<file path="src/design/i2cm_pkg.sv">
`timescale 1ns / 1ps
// ----------------------------------------------------------------------------
// I2C master register access: shared package
// Field widths, command and status codes, configuration register indexes
// and the transaction records passed between the sequencer and the top level.
// ----------------------------------------------------------------------------
package i2cm_pkg;

  localparam int BYTE_W    = 8;
  localparam int CMD_W     = 2;
  localparam int STATUS_W  = 3;
  localparam int CFG_IDX_W = 2;

  // Command codes
  localparam logic [CMD_W-1:0] CMD_NONE  = 2'd0;
  localparam logic [CMD_W-1:0] CMD_WRITE = 2'd1;
  localparam logic [CMD_W-1:0] CMD_READ  = 2'd2;

  // Completion status codes
  localparam logic [STATUS_W-1:0] ST_OK         = 3'd0;
  localparam logic [STATUS_W-1:0] ST_BUS_BUSY   = 3'd1;
  localparam logic [STATUS_W-1:0] ST_BUS_ERROR  = 3'd2;
  localparam logic [STATUS_W-1:0] ST_NO_ACK     = 3'd3;
  localparam logic [STATUS_W-1:0] ST_ZERO_COUNT = 3'd4;

  // Configuration register indexes
  localparam logic [CFG_IDX_W-1:0] CFG_FAST_MODE  = 2'd0;
  localparam logic [CFG_IDX_W-1:0] CFG_FAST_TICKS = 2'd1;
  localparam logic [CFG_IDX_W-1:0] CFG_SLOW_TICKS = 2'd2;

  // Configuration reset values
  localparam logic [BYTE_W-1:0] FAST_TICKS_RST = 8'd9;
  localparam logic [BYTE_W-1:0] SLOW_TICKS_RST = 8'd24;

  // One tick of input
  typedef struct packed {
    logic [CMD_W-1:0]  cmd;
    logic [BYTE_W-1:0] device_addr;
    logic [BYTE_W-1:0] reg_addr;
    logic [BYTE_W-1:0] write_data;
    logic [BYTE_W-1:0] read_count;
    logic              sda_in;
  } req_t;

  // One tick of result
  typedef struct packed {
    logic                scl_out;
    logic                sda_out;
    logic [BYTE_W-1:0]   read_data;
    logic                read_valid;
    logic                read_last;
    logic                busy_res;
    logic                done_res;
    logic [STATUS_W-1:0] status;
  } res_t;

endpackage

</file>
<file path="src/design/i2cm_req_if.sv">
`timescale 1ns / 1ps
// ----------------------------------------------------------------------------
// I2C master register access: request channel
// Valid/ready channel carrying one bus tick: command fields and sampled SDA.
// ----------------------------------------------------------------------------
interface i2cm_req_if;
  import i2cm_pkg::*;

  logic              valid;
  logic              ready;
  logic [CMD_W-1:0]  cmd;
  logic [BYTE_W-1:0] device_addr;
  logic [BYTE_W-1:0] reg_addr;
  logic [BYTE_W-1:0] write_data;
  logic [BYTE_W-1:0] read_count;
  logic              sda_in;

  modport source (
    output valid, cmd, device_addr, reg_addr, write_data, read_count, sda_in,
    input  ready
  );

  modport sink (
    input  valid, cmd, device_addr, reg_addr, write_data, read_count, sda_in,
    output ready
  );

endinterface

</file>
<file path="src/design/i2cm_rsp_if.sv">
`timescale 1ns / 1ps
// ----------------------------------------------------------------------------
// I2C master register access: result channel
// Valid/ready channel carrying line drives, received data and status per tick.
// ----------------------------------------------------------------------------
interface i2cm_rsp_if;
  import i2cm_pkg::*;

  logic                valid;
  logic                ready;
  logic                scl_out;
  logic                sda_out;
  logic [BYTE_W-1:0]   read_data;
  logic                read_valid;
  logic                read_last;
  logic                busy_res;
  logic                done_res;
  logic [STATUS_W-1:0] status;

  modport source (
    output valid, scl_out, sda_out, read_data, read_valid, read_last,
           busy_res, done_res, status,
    input  ready
  );

  modport sink (
    input  valid, scl_out, sda_out, read_data, read_valid, read_last,
           busy_res, done_res, status,
    output ready
  );

endinterface

</file>
<file path="src/design/i2cm_cfg.sv">
`timescale 1ns / 1ps
// ----------------------------------------------------------------------------
// I2C master register access: configuration registers
// Holds the mode bit and both phase lengths; presents the active phase length.
// ----------------------------------------------------------------------------
module i2cm_cfg (
  input  logic                             clk,
  input  logic                             rst,
  input  logic                             cfg_wen,
  input  logic [i2cm_pkg::CFG_IDX_W-1:0]   cfg_index,
  input  logic [i2cm_pkg::BYTE_W-1:0]      cfg_wdata,
  output logic [i2cm_pkg::BYTE_W-1:0]      phase_len
);
  import i2cm_pkg::*;

  logic              fast_mode;
  logic [BYTE_W-1:0] fast_ticks;
  logic [BYTE_W-1:0] slow_ticks;
  logic [BYTE_W-1:0] sel_ticks;

  // Write registers by index; unknown indexes are dropped
  always_ff @(posedge clk) begin
    if (rst) begin
      fast_mode  <= 1'b0;
      fast_ticks <= FAST_TICKS_RST;
      slow_ticks <= SLOW_TICKS_RST;
    end else if (cfg_wen) begin
      case (cfg_index)
        CFG_FAST_MODE:  fast_mode  <= cfg_wdata[0];
        CFG_FAST_TICKS: fast_ticks <= cfg_wdata;
        CFG_SLOW_TICKS: slow_ticks <= cfg_wdata;
        default: begin
        end
      endcase
    end
  end

  // Select the phase length; a zero length counts as one tick
  always_comb begin
    sel_ticks = fast_mode ? fast_ticks : slow_ticks;
    phase_len = (sel_ticks == '0) ? BYTE_W'(1) : sel_ticks;
  end

endmodule

</file>
<file path="src/design/i2cm_seq.sv">
`timescale 1ns / 1ps
// ----------------------------------------------------------------------------
// I2C master register access: bus sequencer
// Phase state machine; computes the result of the current tick and advances
// its state when the tick is accepted.
// ----------------------------------------------------------------------------
module i2cm_seq (
  input  logic                         clk,
  input  logic                         rst,
  input  logic                         step,
  input  i2cm_pkg::req_t               req,
  input  logic [i2cm_pkg::BYTE_W-1:0]  phase_len,
  output i2cm_pkg::res_t               res
);
  import i2cm_pkg::*;

  typedef enum logic [4:0] {
    PH_IDLE, PH_ST1, PH_ST2, PH_ST3,
    PH_TX_LOW, PH_TX_DATA, PH_TX_HIGH,
    PH_AK_LOW, PH_AK_REL, PH_AK_HIGH, PH_AK_END,
    PH_RX_LOW, PH_RX_HIGH,
    PH_MA_LOW, PH_MA_DRIVE, PH_MA_HIGH, PH_MA_END,
    PH_SP1, PH_SP2, PH_SP3, PH_SP4
  } phase_t;

  // Byte stage within a transaction
  typedef enum logic [1:0] {
    SG_DEVICE, SG_REGISTER, SG_DATA, SG_RECEIVE
  } stage_t;

  // Stored state
  phase_t            phase;
  logic [BYTE_W-1:0] timer;
  logic [3:0]        bit_index;
  logic [BYTE_W-1:0] shift_byte;
  logic [BYTE_W-1:0] bytes_left;
  logic [BYTE_W-1:0] saved_device;
  logic [BYTE_W-1:0] saved_register;
  logic [BYTE_W-1:0] saved_data;
  logic              is_read;
  stage_t            stage;
  logic              addr_nack;
  logic              scl_drv;
  logic              sda_drv;

  // State as seen this tick, after a possible command start
  phase_t            cur_phase;
  logic [BYTE_W-1:0] cur_timer;
  logic [3:0]        cur_bit;
  logic [BYTE_W-1:0] cur_shift;
  logic [BYTE_W-1:0] cur_bytes;
  logic [BYTE_W-1:0] cur_device;
  logic [BYTE_W-1:0] cur_register;
  logic [BYTE_W-1:0] cur_data;
  logic              cur_read;
  stage_t            cur_stage;
  logic              cur_nack;
  logic              cur_scl;
  logic              cur_sda;

  // Next state
  phase_t            phase_next;
  logic [BYTE_W-1:0] timer_next;
  logic [3:0]        bit_index_next;
  logic [BYTE_W-1:0] shift_byte_next;
  logic [BYTE_W-1:0] bytes_left_next;
  stage_t            stage_next;
  logic              addr_nack_next;
  logic              scl_drv_next;
  logic              sda_drv_next;

  logic              start;
  logic              zero_cnt;
  logic [BYTE_W-1:0] timer_inc;
  logic [3:0]        bit_inc;
  logic              do_enter;
  phase_t            target;

  // Decode command and pick the state that this tick works on
  always_comb begin
    start    = (phase == PH_IDLE) && ((req.cmd == CMD_WRITE) || (req.cmd == CMD_READ));
    zero_cnt = start && (req.cmd == CMD_READ) && (req.read_count == '0);
    if (start && !zero_cnt) begin
      cur_phase    = PH_ST1;
      cur_timer    = '0;
      cur_bit      = '0;
      cur_shift    = '0;
      cur_bytes    = req.read_count;
      cur_device   = req.device_addr;
      cur_register = req.reg_addr;
      cur_data     = req.write_data;
      cur_read     = (req.cmd == CMD_READ);
      cur_stage    = SG_DEVICE;
      cur_nack     = 1'b0;
      cur_scl      = 1'b1;
      cur_sda      = 1'b1;
    end else begin
      cur_phase    = phase;
      cur_timer    = timer;
      cur_bit      = bit_index;
      cur_shift    = shift_byte;
      cur_bytes    = bytes_left;
      cur_device   = saved_device;
      cur_register = saved_register;
      cur_data     = saved_data;
      cur_read     = is_read;
      cur_stage    = stage;
      cur_nack     = addr_nack;
      cur_scl      = scl_drv;
      cur_sda      = sda_drv;
    end
  end

  // Tick result and phase transitions
  always_comb begin
    phase_next      = cur_phase;
    timer_next      = cur_timer;
    bit_index_next  = cur_bit;
    shift_byte_next = cur_shift;
    bytes_left_next = cur_bytes;
    stage_next      = cur_stage;
    addr_nack_next  = cur_nack;
    scl_drv_next    = cur_scl;
    sda_drv_next    = cur_sda;
    do_enter        = 1'b0;
    target          = PH_IDLE;
    timer_inc       = cur_timer + BYTE_W'(1);
    bit_inc         = cur_bit + 4'd1;

    res         = '0;
    res.scl_out = 1'b1;
    res.sda_out = 1'b1;

    if (zero_cnt) begin
      // Reject an empty read at once, no bus activity
      res.done_res = 1'b1;
      res.status   = ST_ZERO_COUNT;
    end else if (cur_phase != PH_IDLE) begin
      res.scl_out  = cur_scl;
      res.sda_out  = cur_sda;
      res.busy_res = 1'b1;
      if (timer_inc >= phase_len) begin
        timer_next = '0;
        case (cur_phase)
          PH_ST1: begin
            if ((cur_stage == SG_DEVICE) && !req.sda_in) begin
              phase_next   = PH_IDLE;
              scl_drv_next = 1'b1;
              sda_drv_next = 1'b1;
              res.done_res = 1'b1;
              res.status   = ST_BUS_BUSY;
            end else begin
              do_enter = 1'b1;
              target   = PH_ST2;
            end
          end
          PH_ST2: begin
            if ((cur_stage == SG_DEVICE) && req.sda_in) begin
              phase_next   = PH_IDLE;
              scl_drv_next = 1'b1;
              sda_drv_next = 1'b1;
              res.done_res = 1'b1;
              res.status   = ST_BUS_ERROR;
            end else begin
              do_enter = 1'b1;
              target   = PH_ST3;
            end
          end
          PH_ST3: begin
            shift_byte_next = (cur_stage == SG_DEVICE) ? cur_device
                                                       : cur_device + BYTE_W'(1);
            bit_index_next  = '0;
            do_enter        = 1'b1;
            target          = PH_TX_LOW;
          end
          PH_TX_LOW: begin
            do_enter = 1'b1;
            target   = PH_TX_DATA;
          end
          PH_TX_DATA: begin
            do_enter = 1'b1;
            target   = PH_TX_HIGH;
          end
          PH_TX_HIGH: begin
            shift_byte_next = {cur_shift[BYTE_W-2:0], 1'b0};
            bit_index_next  = bit_inc;
            do_enter        = 1'b1;
            target          = bit_inc[3] ? PH_AK_LOW : PH_TX_LOW;
          end
          PH_AK_LOW: begin
            do_enter = 1'b1;
            target   = PH_AK_REL;
          end
          PH_AK_REL: begin
            do_enter = 1'b1;
            target   = PH_AK_HIGH;
          end
          PH_AK_HIGH: begin
            // Only the device address acknowledge is checked
            if ((cur_stage == SG_DEVICE) && req.sda_in) begin
              addr_nack_next = 1'b1;
            end
            do_enter = 1'b1;
            target   = PH_AK_END;
          end
          PH_AK_END: begin
            do_enter = 1'b1;
            case (cur_stage)
              SG_DEVICE: begin
                if (cur_nack) begin
                  target = PH_SP1;
                end else begin
                  stage_next      = SG_REGISTER;
                  shift_byte_next = cur_register;
                  bit_index_next  = '0;
                  target          = PH_TX_LOW;
                end
              end
              SG_REGISTER: begin
                if (cur_read) begin
                  stage_next = SG_RECEIVE;
                  target     = PH_ST1;
                end else begin
                  stage_next      = SG_DATA;
                  shift_byte_next = cur_data;
                  bit_index_next  = '0;
                  target          = PH_TX_LOW;
                end
              end
              SG_DATA: begin
                target = PH_SP1;
              end
              default: begin
                bit_index_next  = '0;
                shift_byte_next = '0;
                target          = PH_RX_LOW;
              end
            endcase
          end
          PH_RX_LOW: begin
            do_enter = 1'b1;
            target   = PH_RX_HIGH;
          end
          PH_RX_HIGH: begin
            shift_byte_next = {cur_shift[BYTE_W-2:0], req.sda_in};
            bit_index_next  = bit_inc;
            do_enter        = 1'b1;
            if (bit_inc[3]) begin
              res.read_data  = {cur_shift[BYTE_W-2:0], req.sda_in};
              res.read_valid = 1'b1;
              res.read_last  = (cur_bytes <= BYTE_W'(1));
              if (cur_bytes != '0) begin
                bytes_left_next = cur_bytes - BYTE_W'(1);
              end
              target = PH_MA_LOW;
            end else begin
              target = PH_RX_LOW;
            end
          end
          PH_MA_LOW: begin
            do_enter = 1'b1;
            target   = PH_MA_DRIVE;
          end
          PH_MA_DRIVE: begin
            do_enter = 1'b1;
            target   = PH_MA_HIGH;
          end
          PH_MA_HIGH: begin
            do_enter = 1'b1;
            target   = PH_MA_END;
          end
          PH_MA_END: begin
            do_enter = 1'b1;
            if (cur_bytes != '0) begin
              bit_index_next  = '0;
              shift_byte_next = '0;
              target          = PH_RX_LOW;
            end else begin
              target = PH_SP1;
            end
          end
          PH_SP1: begin
            do_enter = 1'b1;
            target   = PH_SP2;
          end
          PH_SP2: begin
            do_enter = 1'b1;
            target   = PH_SP3;
          end
          PH_SP3: begin
            do_enter = 1'b1;
            target   = PH_SP4;
          end
          PH_SP4: begin
            phase_next   = PH_IDLE;
            scl_drv_next = 1'b1;
            sda_drv_next = 1'b1;
            res.done_res = 1'b1;
            res.status   = cur_nack ? ST_NO_ACK : ST_OK;
          end
          default: begin
            phase_next   = PH_IDLE;
            scl_drv_next = 1'b1;
            sda_drv_next = 1'b1;
            res.done_res = 1'b1;
            res.status   = ST_OK;
          end
        endcase
      end else begin
        timer_next = timer_inc;
      end
    end

    // Set line drives for the phase being entered
    if (do_enter) begin
      phase_next = target;
      case (target)
        PH_ST1: begin
          scl_drv_next = 1'b1;
          sda_drv_next = 1'b1;
        end
        PH_ST2, PH_ST3: begin
          scl_drv_next = 1'b1;
          sda_drv_next = 1'b0;
        end
        PH_TX_DATA:  sda_drv_next = shift_byte_next[BYTE_W-1];
        PH_AK_REL:   sda_drv_next = 1'b1;
        PH_RX_LOW: begin
          scl_drv_next = 1'b0;
          sda_drv_next = 1'b1;
        end
        PH_MA_DRIVE: sda_drv_next = (bytes_left_next == '0);
        PH_SP2:      sda_drv_next = 1'b0;
        PH_SP4:      sda_drv_next = 1'b1;
        PH_TX_HIGH, PH_AK_HIGH, PH_RX_HIGH, PH_MA_HIGH, PH_SP3: scl_drv_next = 1'b1;
        default:     scl_drv_next = 1'b0;
      endcase
    end
  end

  // Hold state; advance on an accepted tick
  always_ff @(posedge clk) begin
    if (rst) begin
      phase          <= PH_IDLE;
      timer          <= '0;
      bit_index      <= '0;
      shift_byte     <= '0;
      bytes_left     <= '0;
      saved_device   <= '0;
      saved_register <= '0;
      saved_data     <= '0;
      is_read        <= 1'b0;
      stage          <= SG_DEVICE;
      addr_nack      <= 1'b0;
      scl_drv        <= 1'b1;
      sda_drv        <= 1'b1;
    end else if (step) begin
      phase          <= phase_next;
      timer          <= timer_next;
      bit_index      <= bit_index_next;
      shift_byte     <= shift_byte_next;
      bytes_left     <= bytes_left_next;
      saved_device   <= cur_device;
      saved_register <= cur_register;
      saved_data     <= cur_data;
      is_read        <= cur_read;
      stage          <= stage_next;
      addr_nack      <= addr_nack_next;
      scl_drv        <= scl_drv_next;
      sda_drv        <= sda_drv_next;
    end
  end

endmodule

</file>
<file path="src/design/i2c_master_register_access_top.sv">
`timescale 1ns / 1ps
// ----------------------------------------------------------------------------
// I2C master register access: top level
// Open-drain I2C master running one register write or burst read per command.
//
// Usage:
//   req carries one bus tick per transfer: a command (none, write, read)
//   with its address, data and count fields, plus the sampled SDA level.
//   A command is taken only while no bus transaction is running.
//   rsp returns one result per tick: SCL/SDA drives (1 releases the line),
//   a received byte with its valid and last flags, busy, done and status.
//   The configuration port sets fast/slow mode and the two phase lengths;
//   write it only while the block is idle.
//   Each accepted tick's result is loaded into the output register. One
//   tick is accepted every cycle while rsp takes results, set by the
//   sequencer update between the state registers and the output register.
//   When rsp stalls, the result is held and req is not ready until the
//   result is taken; ticks are never dropped.
//   Reset is synchronous: the sequencer goes idle with both lines released,
//   the output register empties and the configuration returns to defaults.
// ----------------------------------------------------------------------------
module i2c_master_register_access_top (
  input  logic                             clk,
  input  logic                             rst,
  input  logic                             cfg_wen,
  input  logic [i2cm_pkg::CFG_IDX_W-1:0]   cfg_index,
  input  logic [i2cm_pkg::BYTE_W-1:0]      cfg_wdata,
  i2cm_req_if.sink                         req,
  i2cm_rsp_if.source                       rsp
);
  import i2cm_pkg::*;

  logic              step;
  logic [BYTE_W-1:0] phase_len;
  req_t              req_data;
  res_t              res_data;
  res_t              res_reg;
  logic              res_valid;

  // Accept a tick when the output register is free or being emptied
  assign req.ready = !res_valid || rsp.ready;
  assign step      = req.valid && req.ready;

  // Gather the request payload
  always_comb begin
    req_data.cmd         = req.cmd;
    req_data.device_addr = req.device_addr;
    req_data.reg_addr    = req.reg_addr;
    req_data.write_data  = req.write_data;
    req_data.read_count  = req.read_count;
    req_data.sda_in      = req.sda_in;
  end

  i2cm_cfg u_cfg (
    .clk       (clk),
    .rst       (rst),
    .cfg_wen   (cfg_wen),
    .cfg_index (cfg_index),
    .cfg_wdata (cfg_wdata),
    .phase_len (phase_len)
  );

  i2cm_seq u_seq (
    .clk       (clk),
    .rst       (rst),
    .step      (step),
    .req       (req_data),
    .phase_len (phase_len),
    .res       (res_data)
  );

  // Output register: load on accept, drop when taken
  always_ff @(posedge clk) begin
    if (rst) begin
      res_valid <= 1'b0;
    end else if (step) begin
      res_valid <= 1'b1;
    end else if (rsp.ready) begin
      res_valid <= 1'b0;
    end
  end

  always_ff @(posedge clk) begin
    if (step) begin
      res_reg <= res_data;
    end
  end

  // Drive the result channel
  assign rsp.valid      = res_valid;
  assign rsp.scl_out    = res_reg.scl_out;
  assign rsp.sda_out    = res_reg.sda_out;
  assign rsp.read_data  = res_reg.read_data;
  assign rsp.read_valid = res_reg.read_valid;
  assign rsp.read_last  = res_reg.read_last;
  assign rsp.busy_res   = res_reg.busy_res;
  assign rsp.done_res   = res_reg.done_res;
  assign rsp.status     = res_reg.status;

endmodule
</file>
<file path="src/flat_wrapper.sv">
// flat-port wrapper written by rule: the top's interface ports become plain ports
module i2c_master_register_access_top_flat import i2cm_pkg::*;
  (clk, rst, cfg_wen, cfg_index, cfg_wdata, req_valid, req_cmd, req_device_addr, req_reg_addr, req_write_data, req_read_count, req_sda_in, req_ready, rsp_valid, rsp_scl_out, rsp_sda_out, rsp_read_data, rsp_read_valid, rsp_read_last, rsp_busy_res, rsp_done_res, rsp_status, rsp_ready);
  i2cm_req_if req_i ();
  i2cm_rsp_if rsp_i ();
  input  logic clk;
  input  logic rst;
  input  logic cfg_wen;
  input  logic [i2cm_pkg::CFG_IDX_W-1:0] cfg_index;
  input  logic [i2cm_pkg::BYTE_W-1:0] cfg_wdata;
  input wire logic [$bits(req_i.valid)-1:0] req_valid;
  input wire logic [$bits(req_i.cmd)-1:0] req_cmd;
  input wire logic [$bits(req_i.device_addr)-1:0] req_device_addr;
  input wire logic [$bits(req_i.reg_addr)-1:0] req_reg_addr;
  input wire logic [$bits(req_i.write_data)-1:0] req_write_data;
  input wire logic [$bits(req_i.read_count)-1:0] req_read_count;
  input wire logic [$bits(req_i.sda_in)-1:0] req_sda_in;
  output wire logic [$bits(req_i.ready)-1:0] req_ready;
  output wire logic [$bits(rsp_i.valid)-1:0] rsp_valid;
  output wire logic [$bits(rsp_i.scl_out)-1:0] rsp_scl_out;
  output wire logic [$bits(rsp_i.sda_out)-1:0] rsp_sda_out;
  output wire logic [$bits(rsp_i.read_data)-1:0] rsp_read_data;
  output wire logic [$bits(rsp_i.read_valid)-1:0] rsp_read_valid;
  output wire logic [$bits(rsp_i.read_last)-1:0] rsp_read_last;
  output wire logic [$bits(rsp_i.busy_res)-1:0] rsp_busy_res;
  output wire logic [$bits(rsp_i.done_res)-1:0] rsp_done_res;
  output wire logic [$bits(rsp_i.status)-1:0] rsp_status;
  input wire logic [$bits(rsp_i.ready)-1:0] rsp_ready;
  assign req_i.valid = req_valid;
  assign req_i.cmd = req_cmd;
  assign req_i.device_addr = req_device_addr;
  assign req_i.reg_addr = req_reg_addr;
  assign req_i.write_data = req_write_data;
  assign req_i.read_count = req_read_count;
  assign req_i.sda_in = req_sda_in;
  assign req_ready = req_i.ready;
  assign rsp_valid = rsp_i.valid;
  assign rsp_scl_out = rsp_i.scl_out;
  assign rsp_sda_out = rsp_i.sda_out;
  assign rsp_read_data = rsp_i.read_data;
  assign rsp_read_valid = rsp_i.read_valid;
  assign rsp_read_last = rsp_i.read_last;
  assign rsp_busy_res = rsp_i.busy_res;
  assign rsp_done_res = rsp_i.done_res;
  assign rsp_status = rsp_i.status;
  assign rsp_i.ready = rsp_ready;
  i2c_master_register_access_top u_core (.clk(clk), .rst(rst), .cfg_wen(cfg_wen), .cfg_index(cfg_index), .cfg_wdata(cfg_wdata), .req(req_i), .rsp(rsp_i));
endmodule
</file>
<file path="config.mk">
export PLATFORM = sky130hd
export DESIGN_NAME = i2c_master_register_access_top_flat
export DESIGN_NICKNAME = d
export VERILOG_FILES = /design/src/design/i2cm_pkg.sv /design/src/design/i2cm_req_if.sv /design/src/design/i2cm_rsp_if.sv /design/src/design/i2cm_cfg.sv /design/src/design/i2cm_seq.sv /design/src/design/i2c_master_register_access_top.sv /design/src/flat_wrapper.sv
export SDC_FILE = /design/constraint.sdc
export NUM_CORES = 1
export LEC_CHECK = 0
export BUFFER_PORTS_ARGS = -buffer_cell sky130_fd_sc_hd__buf_2
export CAP_MARGIN = 20
export CORE_MARGIN = 5
export CORE_UTILIZATION = 54
export DETAILED_ROUTE_END_ITERATION = 7
export PLACE_DENSITY = 0.75
export SLEW_MARGIN = 20
export SYNTH_ARGS = -nofsm -noshare
export SYNTH_HDL_FRONTEND = slang
export SYNTH_SLANG_ARGS = --single-unit
</file>
<file path="constraint.sdc">
create_clock -name clk -period 10.21 [get_ports clk]
set_input_delay 2.042 -clock clk [delete_from_list [all_inputs] [get_ports clk]]
set_output_delay 2.042 -clock clk [all_outputs]
set_load 0.02 [all_outputs]
</file>
==> out/summary.txt <==
EDFF count, synth: 17
Placer Congestion: 0.997
worst slew pin tran: 1.04 ns
Slowest cell on crit path: nor2_1
hold crit path type: flop to flop
final setup fails: 0
Gate Count Post-Synth: 759
CTS H-tree lvls: 3
root buf cell: clkbuf_8
Nets: 869
Die H: 116 um
Area growth, synth to finish: 9.53%
Startpoint Class: input port
core region area: 0.0109 mm2
met2 GRT Util: 0.430
vias in the first global route: 5640
GRT overflow: 0
vias: 6019
sequential power share: 0.502
Max VDD drop: 0.0000801 V
number of routed nets with antenna violations: 0
1st-iter DRT viols: 718
final count of hold timing violations: 0
register bit total from synthesis: 98
Final Critical Period: 7.06 ns
YS warnings: 0
Max-slew headroom: 0.305
fraction of layout cells with a size suffix above 1: 0.142
Setup Fix Bufs, Post-CTS: 0
CTS tree: built
num rows: 38
Sw Pwr: 257 uW
Seq/Total Area, Yosys: 0.355
Hold WS: 0.461 ns
Max clock buf depth: 2
commonest non-fill, non-tap cell in the layout: nand2_1
Sw Ratio: 0.308
Ports: 69
Power Density: 127 mW/mm2
worst slack at placement: 2.92 ns
crit path DAT: 7.31 ns
# resized after CTS: 0
Post-Synthesis Cell Area: 0.00601 mm2
largest net degree at the start of global routing: 86
CP Capture Type: flop
combinational share of power: 0.188
clock power share: 0.310
CTS clk-pin slew, worst paths: 0.10 ns
port bufs: 68
RSZ-0062 raised after global routing: no
instance area at placement: 0.00639 mm2
Initial Util: 0.552
final worst path period share: 0.691
ys flop type: dfxtp_1
global-route wire length before repair: 28900 um
Critical Path RT: 10.46 ns
max cap viols: 0
Horiz. Die Dim: 116 um
DR pass1 iterations: 5
commonest non-fill, non-tap cells in the layout: nand2_1, dfxtp_1, nor2_1
All-Layer GR Usage: 0.272
grt met1 use: 0.373
syn_area_per_cell: 7.92 um2
crit path max fanout: 19
number of buffers created by CTS: 9
# diodes: 0
clock latency at the later pin of the worst-skew pair: 0.38 ns
Wirelength per Cell: 18.8 um
CP top delay family: simple AND/OR/NAND/NOR gates
share of flip-flops with an asynchronous set or reset: 0
GR peak layer: met2
post-route cell area: 0.00658 mm2
WL final: 17900 um
met3 GRT Util: 0.0423
setup TNS: 0 ns
Setup Crit Path Kind: input port to flop
cell-internal power: 577 uW
# DRC: 0
Setup WS post-layout: 3.15 ns
status: complete, no violations
post-synth net total: 823
fin. max-slew vios: 0
Bufs and invs on worst path: 2
die area: 0.0133 mm2
Post-CTS Hold Buffers: 0
Worst Clk Skew: 0.0165 ns
Lkg Pwr: 0.00256 uW
count of different cell masters after synthesis: 78
Worst path max stage delay: 0.63 ns
Final HPWL DP: 13100 um
CP Cell Sequence: buf_2, inv_1, ha_1, or3_1, nor2_1, nand2_1, and2_1, ha_1, nand3_1, xor2_1, nor2_1, ha_1, a21o_1, a211o_1, a41o_1, nand2_1, nor3_1, a311o_1, a211oi_1, nand3_1
CTS sink count: 98
cell mode on critical path: ha_1
via/cell ratio: 6.34
Max Clock Freq: 142 MHz
antenna violations before repair: 0
-- metal layers --
metal	share of wire	vias up
met2	0.45	281
met1	0.44	2829
met4	0.029	0
met5	0	-
met3	0.077	46
li1	-	2863
-- final cells by class --
| type | instances | area [um2] |
|---|---|---|
| clock inverters | 5 | 62.6 |
| flip-flops and latches | 98 | 2130 |
| multi-input cells | 602 | 3610 |
| fillers | 1015 | 4300 |
| well taps | 140 | 175 |
| clock buffers | 11 | 131 |
| inverters | 16 | 60.1 |
| repair buffers | 78 | 415 |
-- registers in the layout, indices dropped and copies added (netlist names), 2 cells and up --
register                     cells
u_core.rsp.read_data             8
u_core.u_cfg.fast_ticks          8
u_core.u_cfg.slow_ticks          8
u_core.u_seq.bytes_left          8
u_core.u_seq.saved_data          8
u_core.u_seq.saved_device        8
u_core.u_seq.saved_register      8
u_core.u_seq.shift_byte          8
u_core.u_seq.timer               8
u_core.u_seq.phase               5
u_core.u_seq.bit_index           4
u_core.rsp.status                3
u_core.u_seq.stage               2
-- kinds of logic (layout without fill, tap and decap cells) --
kind of cell / count (synthesis) / count (layout) / share of synthesized area
buffers and inverters: 59 / 110 / 0.0452
XOR/XNOR: 17 / 17 / 0.0248
adder cells (fa/ha/maj): 14 / 14 / 0.0291
AND/OR/NAND/NOR: 332 / 332 / 0.264
AO/OA/AOI/OAI: 208 / 208 / 0.230
multiplexers: 31 / 31 / 0.0520
flip-flops: 98 / 98 / 0.355
-- cell usage after synthesis (all sizes together) (5+ instances only) --
| master | n | share of area |
|---|---|---|
| a31oi | 6 | 0.0062 |
| nand2 | 116 | 0.073 |
| o21ai | 32 | 0.029 |
| inv | 15 | 0.0094 |
| nor2 | 78 | 0.049 |
| nand3 | 29 | 0.024 |
| nand4 | 11 | 0.011 |
| a32oi | 8 | 0.012 |
| a22oi | 14 | 0.017 |
| a211o | 6 | 0.0087 |
| edfxtp | 17 | 0.085 |
| clkbuf | 33 | 0.022 |
| xor2 | 10 | 0.015 |
| mux2i | 29 | 0.048 |
| nor2b | 6 | 0.0062 |
| xnor2 | 7 | 0.010 |
| a21oi | 76 | 0.063 |
| nand2b | 6 | 0.0062 |
| or3 | 11 | 0.012 |
| and3 | 9 | 0.0094 |
| a211oi | 9 | 0.011 |
| nor3b | 5 | 0.0062 |
| ha | 14 | 0.029 |
| dfxtp | 81 | 0.27 |
| a21o | 7 | 0.0087 |
| nor3 | 22 | 0.020 |
| and2 | 18 | 0.019 |
| or2 | 5 | 0.0052 |
| buf | 9 | 0.011 |
-- per-stage QoR --
step / cells / utilization / total power (uW)
floorplan: 759 / - / 533
global placement: 934 / 0.587 / 579
detailed placement: 934 / 0.587 / 581
CTS: 950 / 0.605 / 832
global route: 950 / 0.605 / 872
finish: 950 / 0.605 / 835
-- path summary, 6_finish.rpt --
path | start | to | slack (ns) | depth (start not counted)
setup / recovery | req_cmd[0] | u_core.u_seq.sda_drv$_SDFFE_PP1P_ | 3.15 | 20
hold / removal | u_core.u_seq.saved_register[2]$_SDFFE_PP0P_ | u_core.u_seq.saved_register[2]$_SDFFE_PP0P_ | 0.46 | 2
setup reg to reg | u_core.u_seq.phase[3]$_SDFFE_PP0P_ | u_core.u_seq.sda_drv$_SDFFE_PP1P_ | 4.49 | 17
hold reg to reg | u_core.u_seq.saved_register[2]$_SDFFE_PP0P_ | u_core.u_seq.saved_register[2]$_SDFFE_PP0P_ | 0.46 | 2
-- worst register-to-register path, cell delays in order (launching register included) --
cell	delay, ns
dfxtp_1	0.57
or3_1	0.54
nor2_1	0.66
nand2_1	0.62
and2_1	0.39
ha_1	0.22
nand3_1	0.10
xor2_1	0.14
nor2_1	0.07
ha_1	0.34
a21o_1	0.17
a211o_1	0.31
a41o_1	0.29
nand2_1	0.27
nor3_1	0.14
a311o_1	0.39
a211oi_1	0.27
nand3_1	0.11
-- power groups by stage --
| stage | registers, uW | logic [uW] | clock network (uW) |
|---|---|---|---|
| 2_1_floorplan | 429 | 104 | 0 |
| 3_3_place_gp | 427 | 151 | 0 |
| 3_5_place_dp | 428 | 153 | 0 |
| 4_1_cts | 419 | 153 | 260 |
| 5_1_grt | 421 | 171 | 280 |
| 6_report | 419 | 157 | 259 |
No activity file was read; power rests on OpenSTA's default activity.
